===== config.mk =====
export PLATFORM = sky130hd
export DESIGN_NAME = alarm_table_matcher_unit_flat
export DESIGN_NICKNAME = d
export VERILOG_FILES = /design/src/hw/rtl/atm_pkg.sv /design/src/hw/rtl/atm_if.sv /design/src/hw/rtl/atm_table.sv /design/src/hw/rtl/atm_ctrl.sv /design/src/hw/rtl/alarm_table_matcher_unit.sv /design/src/flat_wrapper.sv
export SDC_FILE = /design/constraint.sdc
export NUM_CORES = 1
export LEC_CHECK = 0
export BUFFER_PORTS_ARGS = -buffer_cell sky130_fd_sc_hd__buf_4
export CORE_MARGIN = 4
export CORE_UTILIZATION = 32
export CTS_CLUSTER_DIAMETER = 120
export DETAILED_ROUTE_END_ITERATION = 6
export GPL_TIMING_DRIVEN = 0
export HOLD_SLACK_MARGIN = 0.12
export PLACE_DENSITY = 0.52
export SYNTH_ARGS = -nofsm -noshare
export SYNTH_HDL_FRONTEND = slang
export SYNTH_SLANG_ARGS = --single-unit
export TNS_END_PERCENT = 10

===== constraint.sdc =====
create_clock -name clk -period 7.31 [get_ports clk]
set_clock_uncertainty 0.2 [all_clocks]
set_input_delay 1.462 -clock clk [delete_from_list [all_inputs] [get_ports clk]]
set_output_delay 1.462 -clock clk [all_outputs]
set_load 0.02 [all_outputs]

===== src/hw/rtl/atm_pkg.sv =====
// Shared types and constants for the alarm table matcher.
// Used by the table memory, the controller, the top level and the checker.
// No dependencies.
package atm_pkg;

	localparam int MAX_ENTRIES_DEF = 16;
	localparam int CFG_IDX_W       = 1;
	localparam int CFG_DATA_W      = 5;

	localparam logic [CFG_IDX_W-1:0] CFG_MASTER_ENABLE = 1'd0;
	localparam logic [CFG_IDX_W-1:0] CFG_ENTRY_COUNT   = 1'd1;

	localparam logic REQ_LOAD = 1'b0;
	localparam logic REQ_TICK = 1'b1;

	// One alarm entry as it sits in the table: enable, weekday mask, hour, minute.
	typedef struct packed {
		logic       en;
		logic [7:0] days;
		logic [4:0] hour;
		logic [5:0] minute;
	} entry_t;

	typedef struct packed {
		logic       master_enable;
		logic [4:0] entry_count;
	} cfg_t;

	typedef enum logic [1:0] {
		ST_IDLE,
		ST_SCAN,
		ST_DONE
	} state_t;

endpackage


===== src/hw/rtl/atm_if.sv =====
// Valid/ready channel interfaces for the alarm table matcher.
// Input channel carries load and tick items, output channel carries results.
// No dependencies.
interface atm_in_if;
	logic       valid;
	logic       ready;
	logic       req_type;
	logic [3:0] entry_index;
	logic       entry_enabled;
	logic [7:0] entry_days;
	logic [4:0] entry_hour;
	logic [5:0] entry_minute;
	logic [4:0] now_hour;
	logic [5:0] now_minute;
	logic [5:0] now_second;
	logic [2:0] now_weekday;
	logic       output_busy;

	modport source (
		output valid, req_type, entry_index, entry_enabled, entry_days, entry_hour,
		       entry_minute, now_hour, now_minute, now_second, now_weekday, output_busy,
		input  ready
	);
	modport sink (
		input  valid, req_type, entry_index, entry_enabled, entry_days, entry_hour,
		       entry_minute, now_hour, now_minute, now_second, now_weekday, output_busy,
		output ready
	);
endinterface

interface atm_out_if;
	logic       valid;
	logic       ready;
	logic       fired;
	logic [3:0] fired_index;

	modport source (output valid, fired, fired_index, input ready);
	modport sink (input valid, fired, fired_index, output ready);
endinterface


===== src/hw/rtl/atm_table.sv =====
// Alarm entry table: single write port, single synchronous read port.
// Read data is registered and appears in the cycle after the read enable.
// Depends on atm_pkg.
module atm_table #(
	parameter int DEPTH = atm_pkg::MAX_ENTRIES_DEF,
	parameter int AW    = 4
) (
	input  logic            clk,
	input  logic            we,
	input  logic [AW-1:0]   waddr,
	input  atm_pkg::entry_t wdata,
	input  logic            re,
	input  logic [AW-1:0]   raddr,
	output atm_pkg::entry_t rdata
);

	atm_pkg::entry_t mem [DEPTH];

	always_ff @(posedge clk) begin
		if (we) begin
			mem[waddr] <= wdata;
		end
	end

	always_ff @(posedge clk) begin
		if (re) begin
			rdata <= mem[raddr];
		end
	end

endmodule


===== src/hw/rtl/atm_ctrl.sv =====
// Item controller: takes items, writes loaded entries, scans the table on a tick,
// tracks the last fired minute and holds the result register.
// Depends on atm_pkg and the channel interfaces.
module atm_ctrl #(
	parameter int MAX_ENTRIES = atm_pkg::MAX_ENTRIES_DEF,
	parameter int AW          = 4,
	parameter int CW          = 5
) (
	input  logic            clk,
	input  logic            arst_n,
	input  atm_pkg::cfg_t   cfg,
	atm_in_if.sink          in_ch,
	atm_out_if.source       out_ch,
	output logic            mem_we,
	output logic [AW-1:0]   mem_waddr,
	output atm_pkg::entry_t mem_wdata,
	output logic            mem_re,
	output logic [AW-1:0]   mem_raddr,
	input  atm_pkg::entry_t mem_rdata
);

	atm_pkg::state_t state_q, state_d;

	logic [CW-1:0] limit_q, limit_d;
	logic [CW-1:0] issue_idx_q, issue_idx_d;
	logic          pend_s1;
	logic [AW-1:0] pend_idx_s1;

	logic [4:0] hour_q;
	logic [5:0] minute_q;
	logic [2:0] wday_q;

	logic       trk_valid_q, trk_valid_d;
	logic [4:0] trk_hour_q, trk_hour_d;
	logic [5:0] trk_minute_q, trk_minute_d;

	logic       res_fired_q, res_fired_d;
	logic [3:0] res_idx_q, res_idx_d;
	logic       out_valid_q, out_valid_d;
	logic       out_fired_q;
	logic [3:0] out_idx_q;

	logic          accept;
	logic          issue;
	logic          hit;
	logic          same_minute;
	logic [CW-1:0] limit_now;

	assign in_ch.ready     = (state_q == atm_pkg::ST_IDLE);
	assign accept          = in_ch.valid && in_ch.ready;
	assign out_ch.valid    = out_valid_q;
	assign out_ch.fired    = out_fired_q;
	assign out_ch.fired_index = out_idx_q;

	assign limit_now = (32'(cfg.entry_count) > MAX_ENTRIES) ? CW'(MAX_ENTRIES)
	                                                         : CW'(cfg.entry_count);

	// Loads go straight into the table in the transfer cycle.
	assign mem_we    = accept && (in_ch.req_type == atm_pkg::REQ_LOAD) &&
	                   (32'(in_ch.entry_index) < MAX_ENTRIES);
	assign mem_waddr = AW'(in_ch.entry_index);
	assign mem_wdata = '{en: in_ch.entry_enabled, days: in_ch.entry_days,
	                     hour: in_ch.entry_hour, minute: in_ch.entry_minute};

	// One read is issued per scan cycle; its data is compared in the following cycle.
	assign issue     = (state_q == atm_pkg::ST_SCAN) && (issue_idx_q < limit_q);
	assign mem_re    = issue;
	assign mem_raddr = issue_idx_q[AW-1:0];

	assign hit = (state_q == atm_pkg::ST_SCAN) && pend_s1 && mem_rdata.en &&
	             mem_rdata.days[wday_q] && (mem_rdata.hour == hour_q) &&
	             (mem_rdata.minute == minute_q);
	assign same_minute = trk_valid_q && (trk_hour_q == hour_q) && (trk_minute_q == minute_q);

	always_comb begin
		state_d      = state_q;
		limit_d      = limit_q;
		issue_idx_d  = issue_idx_q;
		trk_valid_d  = trk_valid_q;
		trk_hour_d   = trk_hour_q;
		trk_minute_d = trk_minute_q;
		res_fired_d  = res_fired_q;
		res_idx_d    = res_idx_q;
		out_valid_d  = out_valid_q;
		if (out_valid_q && out_ch.ready) begin
			out_valid_d = 1'b0;
		end
		case (state_q)
			atm_pkg::ST_IDLE: begin
				if (accept) begin
					res_fired_d = 1'b0;
					res_idx_d   = '0;
					limit_d     = limit_now;
					issue_idx_d = '0;
					state_d     = atm_pkg::ST_DONE;
					if (in_ch.req_type == atm_pkg::REQ_TICK && cfg.master_enable) begin
						if (in_ch.now_second != 6'd0) begin
							// The time has moved off the fired minute, so forget it.
							if (trk_valid_q && (in_ch.now_hour != trk_hour_q ||
							                    in_ch.now_minute != trk_minute_q)) begin
								trk_valid_d  = 1'b0;
								trk_hour_d   = '0;
								trk_minute_d = '0;
							end
						end else if (!in_ch.output_busy && limit_now != '0) begin
							state_d = atm_pkg::ST_SCAN;
						end
					end
				end
			end
			atm_pkg::ST_SCAN: begin
				if (hit) begin
					state_d = atm_pkg::ST_DONE;
					if (!same_minute) begin
						res_fired_d  = 1'b1;
						res_idx_d    = 4'(pend_idx_s1);
						trk_valid_d  = 1'b1;
						trk_hour_d   = hour_q;
						trk_minute_d = minute_q;
					end
				end else if (pend_s1 && !issue) begin
					state_d = atm_pkg::ST_DONE;
				end
				if (issue) begin
					issue_idx_d = issue_idx_q + CW'(1);
				end
			end
			atm_pkg::ST_DONE: begin
				if (!out_valid_q || out_ch.ready) begin
					out_valid_d = 1'b1;
					state_d     = atm_pkg::ST_IDLE;
				end
			end
			default: begin
				state_d = atm_pkg::ST_IDLE;
			end
		endcase
	end

	always_ff @(posedge clk or negedge arst_n) begin
		if (!arst_n) begin
			state_q      <= atm_pkg::ST_IDLE;
			pend_s1      <= 1'b0;
			trk_valid_q  <= 1'b0;
			trk_hour_q   <= '0;
			trk_minute_q <= '0;
			out_valid_q  <= 1'b0;
		end else begin
			state_q      <= state_d;
			pend_s1      <= issue;
			trk_valid_q  <= trk_valid_d;
			trk_hour_q   <= trk_hour_d;
			trk_minute_q <= trk_minute_d;
			out_valid_q  <= out_valid_d;
		end
	end

	always_ff @(posedge clk) begin
		limit_q     <= limit_d;
		issue_idx_q <= issue_idx_d;
		pend_idx_s1 <= issue_idx_q[AW-1:0];
		res_fired_q <= res_fired_d;
		res_idx_q   <= res_idx_d;
		if (accept) begin
			hour_q   <= in_ch.now_hour;
			minute_q <= in_ch.now_minute;
			wday_q   <= in_ch.now_weekday;
		end
		if (state_q == atm_pkg::ST_DONE && (!out_valid_q || out_ch.ready)) begin
			out_fired_q <= res_fired_q;
			out_idx_q   <= res_idx_q;
		end
	end

endmodule


===== src/hw/rtl/alarm_table_matcher_unit.sv =====
// Alarm table matcher top level: configuration registers, entry table and controller.
// A load or a non-scanning tick moves to ST_DONE and sets its result once the output is free;
// a scanning tick reads the n entries in use, one table read per cycle, up to the first hit.
// One item is in work at a time; the next is taken once the result sits in the output register.
// Reset clears the last fired minute, sets master_enable to 1 and entry_count to 0;
// table entries hold no reset value and must be loaded before they are scanned.
module alarm_table_matcher_unit #(
	parameter int MAX_ENTRIES = atm_pkg::MAX_ENTRIES_DEF
) (
	input  logic                           clk,
	input  logic                           arst_n,
	atm_in_if.sink                         in_ch,
	atm_out_if.source                      out_ch,
	input  logic                           cfg_we,
	input  logic [atm_pkg::CFG_IDX_W-1:0]  cfg_index,
	input  logic [atm_pkg::CFG_DATA_W-1:0] cfg_wdata
);

	localparam int AW = (MAX_ENTRIES > 1) ? $clog2(MAX_ENTRIES) : 1;
	localparam int CW = $clog2(MAX_ENTRIES + 1);

	atm_pkg::cfg_t   cfg_q;
	logic            mem_we;
	logic [AW-1:0]   mem_waddr;
	atm_pkg::entry_t mem_wdata;
	logic            mem_re;
	logic [AW-1:0]   mem_raddr;
	atm_pkg::entry_t mem_rdata;

	always_ff @(posedge clk or negedge arst_n) begin
		if (!arst_n) begin
			cfg_q.master_enable <= 1'b1;
			cfg_q.entry_count   <= '0;
		end else if (cfg_we) begin
			case (cfg_index)
				atm_pkg::CFG_MASTER_ENABLE: cfg_q.master_enable <= cfg_wdata[0];
				atm_pkg::CFG_ENTRY_COUNT:   cfg_q.entry_count   <= cfg_wdata;
				default: ;
			endcase
		end
	end

	atm_table #(
		.DEPTH(MAX_ENTRIES),
		.AW   (AW)
	) u_table (
		.clk  (clk),
		.we   (mem_we),
		.waddr(mem_waddr),
		.wdata(mem_wdata),
		.re   (mem_re),
		.raddr(mem_raddr),
		.rdata(mem_rdata)
	);

	atm_ctrl #(
		.MAX_ENTRIES(MAX_ENTRIES),
		.AW         (AW),
		.CW         (CW)
	) u_ctrl (
		.clk      (clk),
		.arst_n   (arst_n),
		.cfg      (cfg_q),
		.in_ch    (in_ch),
		.out_ch   (out_ch),
		.mem_we   (mem_we),
		.mem_waddr(mem_waddr),
		.mem_wdata(mem_wdata),
		.mem_re   (mem_re),
		.mem_raddr(mem_raddr),
		.mem_rdata(mem_rdata)
	);

endmodule


===== src/flat_wrapper.sv =====
// flat-port wrapper written by rule: the top's interface ports become plain ports
module alarm_table_matcher_unit_flat 
#(
	parameter int MAX_ENTRIES = atm_pkg::MAX_ENTRIES_DEF
)
  (clk, arst_n, cfg_we, cfg_index, cfg_wdata, in_ch_valid, in_ch_req_type, in_ch_entry_index, in_ch_entry_enabled, in_ch_entry_days, in_ch_entry_hour, in_ch_entry_minute, in_ch_now_hour, in_ch_now_minute, in_ch_now_second, in_ch_now_weekday, in_ch_output_busy, in_ch_ready, out_ch_valid, out_ch_fired, out_ch_fired_index, out_ch_ready);
  atm_in_if in_ch_i ();
  atm_out_if out_ch_i ();
  input  logic clk;
  input  logic arst_n;
  input  logic cfg_we;
  input  logic [atm_pkg::CFG_IDX_W-1:0] cfg_index;
  input  logic [atm_pkg::CFG_DATA_W-1:0] cfg_wdata;
  input wire logic [$bits(in_ch_i.valid)-1:0] in_ch_valid;
  input wire logic [$bits(in_ch_i.req_type)-1:0] in_ch_req_type;
  input wire logic [$bits(in_ch_i.entry_index)-1:0] in_ch_entry_index;
  input wire logic [$bits(in_ch_i.entry_enabled)-1:0] in_ch_entry_enabled;
  input wire logic [$bits(in_ch_i.entry_days)-1:0] in_ch_entry_days;
  input wire logic [$bits(in_ch_i.entry_hour)-1:0] in_ch_entry_hour;
  input wire logic [$bits(in_ch_i.entry_minute)-1:0] in_ch_entry_minute;
  input wire logic [$bits(in_ch_i.now_hour)-1:0] in_ch_now_hour;
  input wire logic [$bits(in_ch_i.now_minute)-1:0] in_ch_now_minute;
  input wire logic [$bits(in_ch_i.now_second)-1:0] in_ch_now_second;
  input wire logic [$bits(in_ch_i.now_weekday)-1:0] in_ch_now_weekday;
  input wire logic [$bits(in_ch_i.output_busy)-1:0] in_ch_output_busy;
  output wire logic [$bits(in_ch_i.ready)-1:0] in_ch_ready;
  output wire logic [$bits(out_ch_i.valid)-1:0] out_ch_valid;
  output wire logic [$bits(out_ch_i.fired)-1:0] out_ch_fired;
  output wire logic [$bits(out_ch_i.fired_index)-1:0] out_ch_fired_index;
  input wire logic [$bits(out_ch_i.ready)-1:0] out_ch_ready;
  assign in_ch_i.valid = in_ch_valid;
  assign in_ch_i.req_type = in_ch_req_type;
  assign in_ch_i.entry_index = in_ch_entry_index;
  assign in_ch_i.entry_enabled = in_ch_entry_enabled;
  assign in_ch_i.entry_days = in_ch_entry_days;
  assign in_ch_i.entry_hour = in_ch_entry_hour;
  assign in_ch_i.entry_minute = in_ch_entry_minute;
  assign in_ch_i.now_hour = in_ch_now_hour;
  assign in_ch_i.now_minute = in_ch_now_minute;
  assign in_ch_i.now_second = in_ch_now_second;
  assign in_ch_i.now_weekday = in_ch_now_weekday;
  assign in_ch_i.output_busy = in_ch_output_busy;
  assign in_ch_ready = in_ch_i.ready;
  assign out_ch_valid = out_ch_i.valid;
  assign out_ch_fired = out_ch_i.fired;
  assign out_ch_fired_index = out_ch_i.fired_index;
  assign out_ch_i.ready = out_ch_ready;
  alarm_table_matcher_unit #(.MAX_ENTRIES(MAX_ENTRIES)) u_core (.clk(clk), .arst_n(arst_n), .in_ch(in_ch_i), .out_ch(out_ch_i), .cfg_we(cfg_we), .cfg_index(cfg_index), .cfg_wdata(cfg_wdata));
endmodule

# Word-level counts from Yosys, hierarchy flattened

Memory sizes are Yosys's and may differ from the RTL's. A register that Yosys moved wholly into a read port is not among the register bits.
Cells that the tools add are included.

Flip-flop bits (word level): 60
Latch bits: 0
Bits in writable memories: 320
Bits in read-only memories: 0
Output and inout bits: 7
Memories kept: 1

Memories:

| memory             | depth | width | rd ports | clocked after memory_dff | wr ports | RTL line        | text |
|---|---|---|---|---|---|---|---|
| u_core.u_table.mem | 16    | 20    | 1        | 1                        | 1        | atm_table.sv:17 | `atm_pkg::entry_t mem [DEPTH];` |

Add/sub/neg operators: 1
Multipliers: 0
Divide/modulo/power cells: 0
$lt $le $gt $ge: 3
Equal/unequal tests: 17
Shifts and indexed selects: 0
Mux-type cells: 46
Bitwise logic cells: 2
Reductions and logical operators: 32

Operators with widths:

| operator              | count |
|---|---|
| $mux W5               | 9 |
| $mux W6               | 6 |
| $pmux W5 S2           | 2 |
| $logic_and A1 B1 Y1   | 16 |
| $mux W2               | 7 |
| $mux W1               | 13 |
| $eq A6 B6 Y1          | 2 |
| $mux W4               | 3 |
| $pmux W6 S2           | 1 |
| $eq A5 B5 Y1          | 2 |
| $ne A2 B1 Y1 const B  | 4 |
| $ne A2 B2 Y1 const B  | 4 |
| $pmux W4 S2           | 1 |
| $reduce_and A7 Y1     | 1 |
| $ne A6 B6 Y1          | 1 |
| $pmux W2 S3           | 1 |
| $reduce_and A2 Y1     | 3 |
| $reduce_and A3 Y1     | 2 |
| $reduce_bool A6 Y1    | 1 |
| $add A5 B1 Y5 const B | 1 |
| $gt A5 B5 Y1 const B  | 1 |
| $lt A5 B5 Y1          | 1 |
| $ne A5 B5 Y1          | 1 |
| $reduce_bool A5 Y1    | 1 |
| other kinds (12)      | 17 |

# Depth between registers and ports, before layout

Word-level depth: 9
Depth in mapped cells: 8
Gate-level depth less buffers: 7

# By module

A second synthesis with hierarchy kept.

Cell total of the unflattened synthesis: 769
Area, all modules: 15,767.6 um2

Modules (own cells, without submodules):

| module                   | times used | cells an instance | area an instance (um2) | seq. area each (um2) |
|---|---|---|---|---|
| atm_table                | 1          | 533               | 12,731.0               | 10,209.8 |
| atm_ctrl                 | 1          | 222               | 2,801.4                | 1,501.4 |
| alarm_table_matcher_unit | 1          | 14                | 235.2                  | 151.4 |

# Worst setup path before layout

Ideal clock, no wire load.

Path kind: input port to flip-flop
Start point: input in_ch_entry_index[1]
End point: memory u_core.u_table.mem[0][0] in the netlist's numbering (enable)
Data arrival time: 3.468 ns
Required time: 6.688 ns
Slack: 3.220 ns
Cell stages on the path: 2
Cell sequence: or4_1 > nor3_1

RTL lines:

| element         | RTL line           | text |
|---|---|---|
| start, declared | flat_wrapper.sv:16 | `input wire logic [$bits(in_ch_i.entry_index)-1:0] in_ch_entry_index;` |
| end, declared   | atm_table.sv:17    |  |

Straight into the memory's write port.

# Worst setup path in the final report

Start point: register u_core.u_ctrl.issue_idx_q[0]
End point: register, netlist name u_core.u_table.rdata[6]

Word-level cells in the longest chain between the ends: 2

Ends and longest elaborated chain:

| element                | RTL line        | text |
|---|---|---|
| start, declared        | atm_ctrl.sv:25  | `logic [CW-1:0] issue_idx_q, issue_idx_d;` |
| start signal, assigned | atm_ctrl.sv:160 | `issue_idx_q <= issue_idx_d;` |
| $lt A5 B5 Y1           | atm_ctrl.sv:66  | `assign issue = (state_q == atm_pkg::ST_SCAN) && (issue_idx_q < limit_q);` |
| $logic_and A1 B1 Y1    | atm_ctrl.sv:66  |  |

Parallel ways exist; a longest one is shown, timed or not.
A chain may end at the register's enable or synchronous reset.

==> results.toml <==
[outcome]
status = "finished clean"

[placement]
dp_cells = 1380
dpl_worst_slack_ns = 3.41
placed_area_um2 = 16900
io_buffers = 63
dp_hpwl_um = 21100
gp_routability_congestion = 0.737

[floorplan]
pin_count = 64
dieArea_um2 = 51600
die_h_um = 227
rows = 80
die_x_um = 227
start_util = 0.323
core_area_um2 = 47600

[global_routing]
grt_pass1_wl_um = 50300
grt_pass1_vias = 7340
grt_overflow_total = 0
antenna_found_initial = 1
grt_max_degree = 23
grt_use_total = 0.135

[final_layout]
antennaDiodeCount = 0
area_growth_pct = 18.3
fin_area_um2 = 18200
drive_gt1_frac = 0.319
instances_no_fill = 1456
finish.utilization = 0.382
num-nets-final = 871

[logic_synthesis]
synth-seq-cells = 400
synth_top_area_cell = "edfxtp_1"
synth_most_common_cell = "edfxtp_1"
synthCells = 687
synth_area_leaders = "edfxtp_1, mux4_2, dfrtp_1"
synth.yosys.seq_area_share = 0.772
synth_cell_type_count = 39
syn_area_um2 = 15400
syn_avg_cell_area_um2 = 22.4
synthTopCellsByCount = "edfxtp_1, mux4_2, nor2_1, dfrtp_1, xnor2_1"
yosys_most_used_dff = "edfxtp_1"
async_flop_share = 0.0550
synth_edf_count = 374
synth_top_area_share = 0.731
ys_warn_count = 0
syn_nets = 749

[clock_network]
cts_tree = "yes"
cts-root-buf = "clkbuf_16"
cts_setup_buffers = 0
clkTransAtPathRegs_ns = 0.06
clk_latency_ns = 0.53
htreeDepth = 2
cts_buffer_depth = 3
cts_hold_buf = 0
cts_buffers = 42
clock-sinks = 400
cts-resized-gates = 0

[timing]
fmax_ghz = 0.279
fin_crit_sh = 0.490
relSlewSlack = 0.167
setup_tns_ns = 0
period_minus_slack_ns = 3.58
setup_viol = 0
rsz0062_at_grt = "false"
worst_slew_pin_slew_ns = 1.25
hold_ws_ns = 0.208
worst_slack_ns = 3.73
hold_viol = 0
slew_violations = 0

[pwr]
power.internal_mw = 3.81
clockPowerShare = 0.405
p_sw_mw = 1.03
ir_drop_mv = 0.178
seqPwrFrac = 0.531
p_total_mw = 4.84
combinationalPowerShare = 0.064
power_density_nw_per_um2 = 266
switching_share = 0.213
p_leak_nw = 5.84

[drt]
via_per_inst = 4.92
wl_per_cell_um = 23.8
drc_errors = 0
drt.antenna.violating_nets = 0
vias = 7165
wirelength_um = 34700
first_pass_iters = 4
drt_iter0_drc = 642

[worst_setup_path]
crit_type = "flip-flop to flip-flop"
r2r-end = "u_core.u_table.rdata[6]$_DFFE_PP_"
reg2reg_slack_ns = 3.73
worstReg2RegStart = "u_core.u_ctrl.issue_idx_q[0]$_SDFFCE_PP0P_"
path_common_cell = "mux4_2"
critPathMaxStageDelay_ns = 0.98
critPathMaxFanout = 10
start_kind = "flip-flop"
crit_chain = "clkbuf_1, buf_1, mux4_2, mux4_2"
arrival_ns = 3.63
cp-end-kind = "flip-flop"
crit_slowest_cell = "buf_1"
ff2ff_path_depth = 4
required_ns = 7.35

[min_path]
worstHoldStart = "u_core.u_ctrl.issue_idx_q[2]$_SDFFCE_PP0P_"
hold-path-endpoint = "u_core.u_ctrl.pend_idx_s1[2]$_DFF_P_"
holdPathStages = 0
min_path_type = "flip-flop to flip-flop"

[run]
maxCapViolations = 0
-- power groups by stage --
| stage | Combinational, mW | Sequential [mW] | Clock [mW] |
|---|---|---|---|
| final | 0.309 | 2.57 | 1.96 |
| after global routing | 0.334 | 2.57 | 2.11 |
| after CTS | 0.316 | 2.57 | 2.01 |
| after detailed placement | 0.315 | 2.62 | 0 |
| after global placement | 0.305 | 2.62 | 0 |
| after floorplan | 0.169 | 2.62 | 0 |
-- flip-flops by register name, indices dropped and copies added (netlist names) --
signal / flops
u_core.u_table.mem: 320
u_core.u_table.rdata: 20
u_core.cfg_q: 6
u_core.u_ctrl.minute_q: 6
u_core.u_ctrl.trk_minute_q: 6
u_core.u_ctrl.hour_q: 5
u_core.u_ctrl.issue_idx_q: 5
u_core.u_ctrl.limit_q: 5
u_core.u_ctrl.trk_hour_q: 5
u_core.u_ctrl.out_ch.fired_index: 4
u_core.u_ctrl.pend_idx_s1: 4
u_core.u_ctrl.res_idx_q: 4
u_core.u_ctrl.wday_q: 3
u_core.u_ctrl.state_q: 2
u_core.u_ctrl.out_ch.fired: 1
u_core.u_ctrl.out_ch.valid: 1
u_core.u_ctrl.pend_s1: 1
u_core.u_ctrl.res_fired_q: 1
u_core.u_ctrl.trk_valid_q: 1
-- worst max-delay path by stage --
stage	from	endpoint	slack, ns	cells after the start
final	u_core.u_ctrl.issue_idx_q[0]$_SDFFCE_PP0P_	u_core.u_table.rdata[6]$_DFFE_PP_	3.73	4
after global routing	u_core.u_ctrl.issue_idx_q[0]$_SDFFCE_PP0P_	u_core.u_table.rdata[8]$_DFFE_PP_	3.48	4
after CTS	u_core.u_ctrl.issue_idx_q[0]$_SDFFCE_PP0P_	u_core.u_table.rdata[6]$_DFFE_PP_	3.65	4
after detailed placement	in_ch_valid	u_core.u_table.mem[0][6]$_DFFE_PP_	3.41	6
after global placement	in_ch_entry_index[1]	u_core.u_table.mem[0][16]$_DFFE_PP_	1.09	3
after floorplan	in_ch_entry_index[1]	u_core.u_table.mem[0][0]$_DFFE_PP_	3.22	2
-- placed cells by master (no fill, tap or decap), types with 5 or more instances in the layout --
cell type | netlist | final
mux4_2 | 102 | 102
dfrtp_1 | 21 | 21
xor2_1 | 16 | 16
nor2_1 | 22 | 10
buf_4 | 0 | 63
a22o_1 | 7 | 7
buf_6 | 1 | 10
mux2_2 | 6 | 6
nand2b_1 | 7 | 7
xnor2_1 | 20 | 20
edfxtp_1 | 374 | 374
and2_1 | 5 | 5
clkbuf_16 | 0 | 42
clkbuf_1 | 16 | 26
nand4_1 | 7 | 7
ha_1 | 5 | 5
nor2_4 | 0 | 12
clkinv_1 | 1 | 10
buf_1 | 10 | 10
nand2_1 | 11 | 11
inv_1 | 9 | 9
nor2b_1 | 5 | 5
clkinv_2 | 0 | 10
-- kinds of logic (layout without fill, tap and decap cells) --
kind of cell	Yosys count	after routing	synth area share
muxes	112	112	0.156
xor gates and xnor gates	36	36	0.0205
adders and majority gates	5	5	0.00407
DFF	400	400	0.772
and+or+nand+nor	78	78	0.0278
buffers and inverters	37	191	0.00953
AOI/OAI and AO/OA	19	19	0.00961
-- metal layers --
layer / vias up / global-route usage / wire length, µm
li1: 3102 / - / -
met1: 3852 / 0.198 / 16300
met2: 163 / 0.212 / 16300
met3: 48 / 0.0227 / 1400
met4: 0 / 0.0344 / 663
met5: - / 0 / 0
-- worst max-delay path: cells and delay by family, from the launching register on --
family / cells / cell delay, ns
mux: 2 / 1.17
buf+inv: 2 / 1.50
flops: 1 / 0.41
-- cell type report --
class,instances,area (µm²)
inverters,10,37.5
multi-input cells,250,3470
clock buffers,55,1130
fillers,4291,29500
repair buffers,78,679
plain buffers,27,109
clock inverters,21,130
flip-flops and latches,400,11900
well taps,615,769
No activity file was read; power rests on OpenSTA's default activity.
